==> src/fa_pkg.sv <==
// shared types and constants for the float alu
package fa_pkg;
    typedef enum logic [2:0] {
        OP_ADD = 3'd0,
        OP_SUB = 3'd1,
        OP_MUL = 3'd2,
        OP_NEG = 3'd3,
        OP_GT  = 3'd4,
        OP_SAR = 3'd5
    } t_op;

    localparam logic [31:0] QNAN = 32'h7FC0_0000;
    localparam logic [31:0] INF  = 32'h7F80_0000;

    // unrounded value: sign, exponent of bit 0 of mag, 64-bit magnitude
    typedef struct packed {
        logic              sign;
        logic signed [10:0] exp;
        logic [63:0]       mag;
    } t_unr;

    // finished special case flags carried alongside
    typedef struct packed {
        logic        done;
        logic [31:0] value;
    } t_fix;
endpackage

==> src/fa_round.sv <==
// normalize and round an unrounded value to binary32, three register stages
module fa_round
    import fa_pkg::*;
(
    input  logic        i_clk,
    input  logic        i_en,
    input  t_unr        i_unr,
    input  t_fix        i_fix,
    output logic [31:0] o_result
);
    // stage 1: leading one position
    logic [5:0] n_p;
    logic       n_zero;
    always_comb begin
        n_p    = 6'd0;
        n_zero = (i_unr.mag == 64'd0);
        for (int i = 0; i < 64; i++) begin
            if (i_unr.mag[i]) n_p = 6'(i);
        end
    end

    t_unr       r1_unr;
    t_fix       r1_fix;
    logic [5:0] r1_p;
    logic       r1_zero;
    always_ff @(posedge i_clk) begin
        if (i_en) begin
            r1_unr  <= i_unr;
            r1_fix  <= i_fix;
            r1_p    <= n_p;
            r1_zero <= n_zero;
        end
    end

    // stage 2: shift amount and shifted value with sticky
    logic signed [12:0] n_sh;
    logic signed [12:0] n_shmin;
    logic [25:0]        n_q2;     // q with guard bit in bit 0
    logic               n_stk;
    always_comb begin
        n_sh    = 13'(signed'({7'd0, r1_p})) - 13'sd23;
        n_shmin = -13'sd149 - 13'(r1_unr.exp);
        if (n_shmin > n_sh) n_sh = n_shmin;
        n_q2  = 26'd0;
        n_stk = 1'b0;
        if (n_sh > 13'sd0) begin
            if (n_sh <= 13'sd64) begin
                n_q2  = 26'((r1_unr.mag >> (n_sh - 13'sd1)));
                n_stk = n_sh > 13'sd1 &&
                        ((r1_unr.mag & ((64'd1 << (n_sh - 13'sd1)) - 64'd1)) != 64'd0);
            end else begin
                n_stk = 1'b1;
            end
        end else begin
            n_q2 = 26'(r1_unr.mag << (13'sd1 - n_sh));
        end
    end

    t_fix               r2_fix;
    logic               r2_sign;
    logic               r2_zero;
    logic signed [12:0] r2_be;
    logic [25:0]        r2_q2;
    logic               r2_stk;
    always_ff @(posedge i_clk) begin
        if (i_en) begin
            r2_fix  <= r1_fix;
            r2_sign <= r1_unr.sign;
            r2_zero <= r1_zero;
            r2_be   <= 13'(r1_unr.exp) + n_sh + 13'sd150;
            r2_q2   <= n_q2;
            r2_stk  <= n_stk;
        end
    end

    // stage 3: round, renormalize, pack
    logic [24:0]        n_q;
    logic signed [12:0] n_be;
    logic [31:0]        n_res;
    always_comb begin
        n_q  = r2_q2[25:1];
        n_be = r2_be;
        if (r2_q2[0] && (r2_stk || n_q[0])) n_q = n_q + 25'd1;
        if (n_q[24]) begin
            n_q  = n_q >> 1;
            n_be = n_be + 13'sd1;
        end
        if (r2_fix.done)        n_res = r2_fix.value;
        else if (r2_zero)       n_res = {r2_sign, 31'd0};
        else if (!n_q[23])      n_res = {r2_sign, 8'd0, n_q[22:0]};
        else if (n_be >= 13'sd255) n_res = {r2_sign, INF[30:0]};
        else                    n_res = {r2_sign, n_be[7:0], n_q[22:0]};
    end

    always_ff @(posedge i_clk) begin
        if (i_en) o_result <= n_res;
    end
endmodule

==> src/float_alu_add_sub_mul_cmp_core.sv <==
// top level of the single precision float alu
// an accepted input beat moves through the stages listed below to the result beat on the output register
// throughput: one beat per cycle; the whole pipe advances when the output is free
// stages: operand decode, align or multiply, leading one, shift, round and pack
// reset: synchronous active low i_rst_n clears the stage valid bits only
module float_alu_add_sub_mul_cmp_core
    import fa_pkg::*;
(
    input  logic        i_clk,
    input  logic        i_rst_n,
    input  logic        s_axis_tvalid,
    output logic        s_axis_tready,
    input  logic [63:0] s_axis_tdata,  // operand_a [31:0], operand_b [63:32]
    input  logic [2:0]  s_axis_tuser,  // opcode [2:0]
    output logic        m_axis_tvalid,
    input  logic        m_axis_tready,
    output logic [31:0] m_axis_tdata   // result [31:0]
);
    // pipe moves as a whole whenever the output stage can drain
    logic       w_en;
    logic [4:0] r_vld;
    assign w_en          = !r_vld[4] || m_axis_tready;
    assign s_axis_tready = w_en;
    assign m_axis_tvalid = r_vld[4];

    always_ff @(posedge i_clk) begin
        if (!i_rst_n) begin
            r_vld <= '0;
        end else if (w_en) begin
            r_vld <= {r_vld[3:0], s_axis_tvalid};
        end
    end

    // stage a: register operands
    logic [2:0]  r_op;
    logic [31:0] r_a, r_b;
    always_ff @(posedge i_clk) begin
        if (w_en) begin
            r_op <= s_axis_tuser;
            r_a  <= s_axis_tdata[31:0];
            r_b  <= s_axis_tdata[63:32];
        end
    end

    // stage b: special cases, alignment for add, 24x24 multiply, negate, compare, arithmetic shift
    logic        w_nan_a, w_nan_b, w_inf_a, w_inf_b;
    logic [31:0] w_b;          // b with sign flipped for subtract
    t_fix        n_fix;
    t_unr        n_unr;
    logic [23:0] w_ma, w_mb;
    logic [47:0] w_prod;       // full significand product
    logic signed [10:0] w_ea, w_eb;
    logic [63:0] w_hi, w_lo;
    logic signed [10:0] w_d;
    logic        w_sa, w_sb, w_swap;
    logic signed [32:0] w_ka, w_kb;
    logic [4:0]  w_n;

    always_comb begin
        w_nan_a = r_a[30:0] > INF[30:0];
        w_nan_b = r_b[30:0] > INF[30:0];
        w_inf_a = r_a[30:0] == INF[30:0];
        w_inf_b = r_b[30:0] == INF[30:0];
        w_b     = (t_op'(r_op) == OP_SUB) ? {~r_b[31], r_b[30:0]} : r_b;
        w_ma    = (r_a[30:23] == 8'd0) ? {1'b0, r_a[22:0]} : {1'b1, r_a[22:0]};
        w_mb    = (w_b[30:23] == 8'd0) ? {1'b0, w_b[22:0]} : {1'b1, w_b[22:0]};
        w_prod  = w_ma * w_mb;
        w_ea    = (r_a[30:23] == 8'd0) ? -11'sd149 : 11'(r_a[30:23]) - 11'sd150;
        w_eb    = (w_b[30:23] == 8'd0) ? -11'sd149 : 11'(w_b[30:23]) - 11'sd150;
        w_swap  = w_ea < w_eb;
        w_sa    = w_swap ? w_b[31] : r_a[31];
        w_sb    = w_swap ? r_a[31] : w_b[31];
        w_d     = w_swap ? (w_eb - w_ea) : (w_ea - w_eb);
        w_hi    = {8'd0, (w_swap ? w_mb : w_ma), 32'd0};
        if (w_d <= 11'sd32) begin
            w_lo = {8'd0, (w_swap ? w_ma : w_mb), 32'd0} >> w_d;
        end else begin
            // beyond 32 the small operand only feeds sticky
            w_lo = {63'd0, (w_swap ? w_ma : w_mb) != 24'd0};
        end
        w_ka = r_a[31] ? -33'(signed'({2'b0, r_a[30:0]})) : 33'(signed'({2'b0, r_a[30:0]}));
        w_kb = r_b[31] ? -33'(signed'({2'b0, r_b[30:0]})) : 33'(signed'({2'b0, r_b[30:0]}));
        w_n  = (r_b > 32'd31) ? 5'd31 : r_b[4:0];

        n_fix = '{done: 1'b1, value: 32'd0};
        n_unr = '{sign: 1'b0, exp: 11'sd0, mag: 64'd0};
        case (t_op'(r_op))
            OP_ADD, OP_SUB: begin
                if (w_nan_a || w_nan_b) n_fix.value = QNAN;
                else if (w_inf_a && w_inf_b)
                    n_fix.value = (r_a[31] != w_b[31]) ? QNAN : r_a;
                else if (w_inf_a) n_fix.value = r_a;
                else if (w_inf_b) n_fix.value = w_b;
                else if (w_sa != w_sb && w_hi == w_lo) n_fix.value = 32'd0;
                else begin
                    n_fix.done = 1'b0;
                    n_unr.exp  = w_swap ? w_eb - 11'sd32 : w_ea - 11'sd32;
                    if (w_sa == w_sb) begin
                        n_unr.sign = w_sa;
                        n_unr.mag  = w_hi + w_lo;
                    end else if (w_hi > w_lo) begin
                        n_unr.sign = w_sa;
                        n_unr.mag  = w_hi - w_lo;
                    end else begin
                        n_unr.sign = w_sb;
                        n_unr.mag  = w_lo - w_hi;
                    end
                end
            end
            OP_MUL: begin
                if (w_nan_a || w_nan_b) n_fix.value = QNAN;
                else if (w_inf_a || w_inf_b) begin
                    if (r_a[30:0] == 31'd0 || r_b[30:0] == 31'd0) n_fix.value = QNAN;
                    else n_fix.value = {r_a[31] ^ r_b[31], INF[30:0]};
                end else begin
                    n_fix.done = 1'b0;
                    n_unr.sign = r_a[31] ^ r_b[31];
                    n_unr.exp  = w_ea + w_eb;
                    n_unr.mag  = {16'd0, w_prod};
                end
            end
            OP_NEG: n_fix.value = {~r_a[31], r_a[30:0]};
            OP_GT:  n_fix.value = {31'd0, !(w_nan_a || w_nan_b) && (w_ka > w_kb)};
            OP_SAR: n_fix.value = 32'($signed(r_a) >>> w_n);
            default: n_fix.value = 32'd0;
        endcase
    end

    t_fix r_fix;
    t_unr r_unr;
    always_ff @(posedge i_clk) begin
        if (w_en) begin
            r_fix <= n_fix;
            r_unr <= n_unr;
        end
    end

    fa_round u_round (
        .i_clk    (i_clk),
        .i_en     (w_en),
        .i_unr    (r_unr),
        .i_fix    (r_fix),
        .o_result (m_axis_tdata)
    );
endmodule

==> config.mk <==
export PLATFORM = sky130hd
export DESIGN_NAME = float_alu_add_sub_mul_cmp_core
export DESIGN_NICKNAME = d
export VERILOG_FILES = /design/src/fa_pkg.sv /design/src/fa_round.sv /design/src/float_alu_add_sub_mul_cmp_core.sv
export SDC_FILE = /design/constraint.sdc
export NUM_CORES = 2
export LEC_CHECK = 0
export BUFFER_PORTS_ARGS = -buffer_cell sky130_fd_sc_hd__buf_2
export CORE_MARGIN = 10
export CORE_UTILIZATION = 70
export DETAILED_ROUTE_END_ITERATION = 16
export HOLD_SLACK_MARGIN = 0.02
export PLACE_DENSITY = 0.91
export SLEW_MARGIN = 20
export SYNTH_ARGS = -nofsm -noshare
export SYNTH_HDL_FRONTEND = slang
export SYNTH_HIERARCHICAL = 1
export SYNTH_SLANG_ARGS = --single-unit
==> constraint.sdc <==
create_clock -name i_clk -period 28.2 [get_ports i_clk]
set_clock_uncertainty 0.05 [all_clocks]
set_input_delay 0 -clock i_clk [delete_from_list [all_inputs] [get_ports i_clk]]
set_output_delay 0 -clock i_clk [all_outputs]
set_load 0.1 [all_outputs]
==> results of run 1 <==
==> metal layers <==
layer | GRT usage | overflow
met4 | 0.6343 | 53
met1 | 0.7062 | 9
met3 | 0.5767 | 26
met2 | 0.8494 | 74
met5 | 0.3557 | 3
==> per-stage QoR <==
step	setup WS (ns)	cells	cell area [sq um]	utilization
after floorplan	18.09	6646	57020	-
after global placement	17.50	7460	58030	0.7193
after detailed placement	17.26	7460	58040	0.7194
after CTS	17.13	7615	60240	0.7466
==> logic make-up after synthesis <==
family | Yosys count | share of synthesized area
adders and majority gates | 849 | 0.2506
buffers and inverters | 1145 | 0.07766
DFF | 404 | 0.2119
AOI/OAI and AO/OA | 1476 | 0.1748
muxes | 324 | 0.06796
and+or+nand+nor | 2216 | 0.1811
xor gates and xnor gates | 232 | 0.03612
==> impl_metrics.py, run 1 <==
metrics = {
    "clock_network": {
        "cts_max_path_buffers": 3,
        "post_cts_buffers": 0,
        "hold_buffers": 75,
        "cts-resized-gates": 0,
        "root_buffer": "clkbuf_16",
        "cts_max_level": 2,
        "clkSinkCount": 404,
        "cts_buffers": 44,
    },
    "global_routing": {
        "grt_start_max_net_pins": 116,
        "grt_util_all_layers": 0.6995,
        "overflow": 165,
        "antenna_found_initial": 63,
    },
    "yosys": {
        "synth-edff-count": 399,
        "synth_common_cells": "nand2_1, inv_1, fa_1",
        "synth_area_leader_cell": "edfxtp_1",
        "synth.area.top_cells": "edfxtp_1, fa_1, ha_1",
        "synthArstFlopShare": 0,
        "yosysSeqAreaShare": 0.2119,
        "synth_top_area_frac": 0.2101,
        "syn_area_sq_um": 57020,
        "synth_fp_nets": 7566,
        "yosys_warnings": 6,
        "syn_inst": 6646,
        "ys_ff_latch": 404,
        "yosysMostFrequentCell": "nand2_1",
        "synth.distinct_cells": 121,
        "yosys_most_used_dff": "edfxtp_1",
        "avgSynthCellArea_sq_um": 8.579,
    },
    "place": {
        "portBuffers": 104,
        "post-dp-hpwl_mm": 170.7,
        "routabilityCongestion": 1.108,
    },
    "die": {
        "fp.dieH_microns": 305.4,
        "rows": 104,
        "start_util": 0.7067,
        "boundaryPins": 105,
        "dieWidth_microns": 305.4,
    },
    "run_status": {
        "lastStage": "global routing",
        "error_line": "[ERROR GRT-0232] Routing congestion too high. Check the congestion heatmap in the GUI.",
        "outcome": "aborted with a tool error",
    },
}
==> run 2: changes to the inputs <==
CORE_UTILIZATION = 40   (was 70)
HOLD_SLACK_MARGIN = unset   (was 0.02)
PLACE_DENSITY = unset   (was 0.91)
PLACE_DENSITY_LB_ADDON = 0.15   (was unset)
==> run 2 against run 1 <==
Synthesized area unchanged. The flow now finishes without violations. Synthesized cell count unchanged.
==> impl_metrics.py, run 2 <==
metrics = {
    "run_status": {
        "outcome": "finished, final reports clean",
    },
    "place": {
        "portBuffers": 104,
        "postPlaceCellArea_sq_um": 59190,
        "routabilityCongestion": 1.008,
        "post-dp-hpwl_mm": 165.2,
    },
    "yosys": {
        "yosysSeqAreaShare": 0.2119,
        "synth-edff-count": 399,
        "avgSynthCellArea_sq_um": 8.579,
        "yosysMostFrequentCell": "nand2_1",
        "synth_area_leader_cell": "edfxtp_1",
        "syn_inst": 6646,
        "yosys_most_used_dff": "edfxtp_1",
        "yosys_warnings": 6,
        "synth_top_area_frac": 0.2101,
        "synth_common_cells": "nand2_1, inv_1, fa_1",
        "syn_area_sq_um": 57020,
        "yosys.area_share.adder": 0.2506,
        "synth_compound_area_frac": 0.1748,
        "synth.area.top_cells": "edfxtp_1, fa_1, ha_1",
        "synth_top_family_by_area": "adder cells",
        "synth_xor_area_frac": 0.03612,
        "synthSimpleGateAreaFrac": 0.1811,
        "synth_fp_nets": 7566,
        "synth_mux_area_frac": 0.06796,
        "synth.distinct_cells": 121,
        "ys_ff_latch": 404,
        "synthArstFlopShare": 0,
    },
    "global_routing": {
        "grt.busiest_layer": "met2",
        "antenna_found_initial": 8,
        "grt_start_max_net_pins": 162,
        "met1_usage": 0.3611,
        "grt_pass1_vias": 50770,
        "overflow": 0,
        "grt_pass1_wl_mm": 329.6,
        "use_met2": 0.4345,
        "grt_util_all_layers": 0.2728,
        "grt_use_met3": 0.04822,
    },
    "clock_network": {
        "cts_buffers": 50,
        "post_cts_buffers": 0,
        "root_buffer": "clkbuf_16",
        "clkSinkCount": 404,
        "cts_max_level": 2,
        "clk_latency_ns": 0.67,
        "clk_pin_slew_ns": 0.06,
        "cts_max_path_buffers": 3,
        "tritoncts": "yes",
    },
    "layout": {
        "antenna_cells": 0,
        "multi_input_area_sq_um": 40680,
        "post-route-util": 0.4383,
        "final_common_cell": "nand2_1",
        "finalNetCount": 7506,
        "final_layout_size_suffix_gt1_frac": 0.07891,
        "layout_common_cells": "nand2_1, inv_1, fa_1, edfxtp_1, nor2_1",
        "fill_cells": 14060,
        "syn_to_final_growth_pct": 8.832,
        "postLayoutCellArea_sq_um": 62050,
        "seq_area_sq_um": 12080,
        "largestRegisters": "r_unr (76), u_round/r1_unr (76)",
    },
    "die": {
        "boundaryPins": 105,
        "dieWidth_microns": 397.6,
        "fp.dieH_microns": 397.6,
        "core-area_sq_um": 141600,
        "start_util": 0.4027,
        "rows": 138,
        "die-area_sq_um": 158000,
    },
    "timing": {
        "relSlewSlack": 0.2008,
        "hold_viol": 0,
        "whs_ns": 0.01931,
        "slew_viol_final": 0,
        "worst_pin_slew_ns": 1.196,
        "setup_viol": 0,
        "post-route-period-util": 0.3960,
        "rsz0062_at_grt": "no",
        "setup_tns_ns": 0,
        "clock.fmax_ghz": 0.08954,
        "fin_crit_ns": 11.17,
    },
    "setup_path": {
        "worstSetupPathType": "register to register",
        "critPathMaxFanout": 30,
        "worstPathArrival_ns": 11.64,
        "critPathLaunchType": "register",
        "cp_slowest_cell": "or4b_4",
        "r2r_end": "r_unr[53]$_DFFE_PP_",
        "crit_path_end_kind": "register",
        "crit_required_ns": 28.67,
        "ff2ff_path_depth": 33,
        "critPathMaxStageDelay_ns": 0.75,
        "startpoint": "r_a[24]$_DFFE_PP_",
        "r2r_start": "r_a[24]$_DFFE_PP_",
        "r2r_slack_ns": 17.03,
    },
    "drt": {
        "viasPerCell": 6.031,
        "drt_wl_total_mm": 221.7,
        "drt_pre_antenna_iters": 6,
        "drc": 0,
        "ant_nets": 0,
        "post_drt_wl_per_cell_microns": 26.02,
        "drtIter0Drc": 5308,
        "num_vias": 51370,
    },
    "hold_path": {
        "min_from": "s_axis_tdata[38]",
        "min_to": "r_b[6]$_DFFE_PP_",
        "worstHoldPathCells": 2,
        "hold_path_class": "primary input to register",
    },
    "job": {
        "maxCapViolCount": 0,
    },
}
==> run 2: cell counts after synthesis <==
Identical to the previous run, type by type.
==> run 2: per-stage QoR <==
step                worst slack [ns]  cells
floorplan                      18.09   6646
global placement               17.41   8306
detailed placement             17.32   8306
CTS                            17.25   8518
global route                   16.09   8518
finish                         17.03   8518
==> run 2: metal layers <==
layer,vias to the layer above,part of all wire,routed length [microns]
met1,25570,0.42,93490
met2,2285,0.45,99320
met4,10,0.053,11860
met3,511,0.076,16940
met5,-,0.00031,69
li1,23000,-,-
==> run 2: repair_timing <==
item,in CTS,in global routing
hold endpoints to repair,72,0
hold buffers,118,0
setup endpoints to repair,0,0
resized for setup,0,0
==> run 2: worst max-delay path: cells and delay by family, from the launching register on <==
| family | cells | cell delay (ns) |
|---|---|---|
| adders and majority gates | 2 | 1.10 |
| DFF | 1 | 0.60 |
| AOI/OAI and AO/OA | 18 | 5.23 |
| buffers and inverters | 3 | 0.40 |
| and+or+nand+nor | 10 | 3.59 |
==> run 2: area by class of cell <==
| cell class | count | area share |
|---|---|---|
| sequential | 404 | 0.1947 |
| multi-input combinational | 5097 | 0.6555 |
| timing repair buffer | 354 | 0.04359 |
| clock inverter | 36 | 0.006230 |
| inverter | 679 | 0.04119 |
| clock buffer | 58 | 0.02065 |
| tap | 1890 | 0.03811 |
==> run 2: worst max-delay path by stage <==
| stage | endpoint | slack (ns) |
|---|---|---|
| floorplan | r_a[0]$_DFFE_PP_ | 18.09 |
| global placement | r_unr[53]$_DFFE_PP_ | 17.41 |
| detailed placement | r_unr[53]$_DFFE_PP_ | 17.32 |
| CTS | r_unr[53]$_DFFE_PP_ | 17.25 |
| global route | r_unr[53]$_DFFE_PP_ | 16.09 |
| finish | r_unr[53]$_DFFE_PP_ | 17.03 |
==> run 2: cell families (layout without fill, tap and decap cells) <==
kind of cell | after synthesis | in the layout
AO/OA/AOI/OAI | 1476 | 1476
XOR/XNOR | 232 | 232
adder cells (fa/ha/maj) | 849 | 849
buffers and inverters | 1145 | 1127
flip-flops | 404 | 404
multiplexers | 324 | 324
AND/OR/NAND/NOR | 2216 | 2216
Power of run 2 is not shown: default switching activity piles up to over one toggle a cycle in this logic, so the estimate is an artifact.
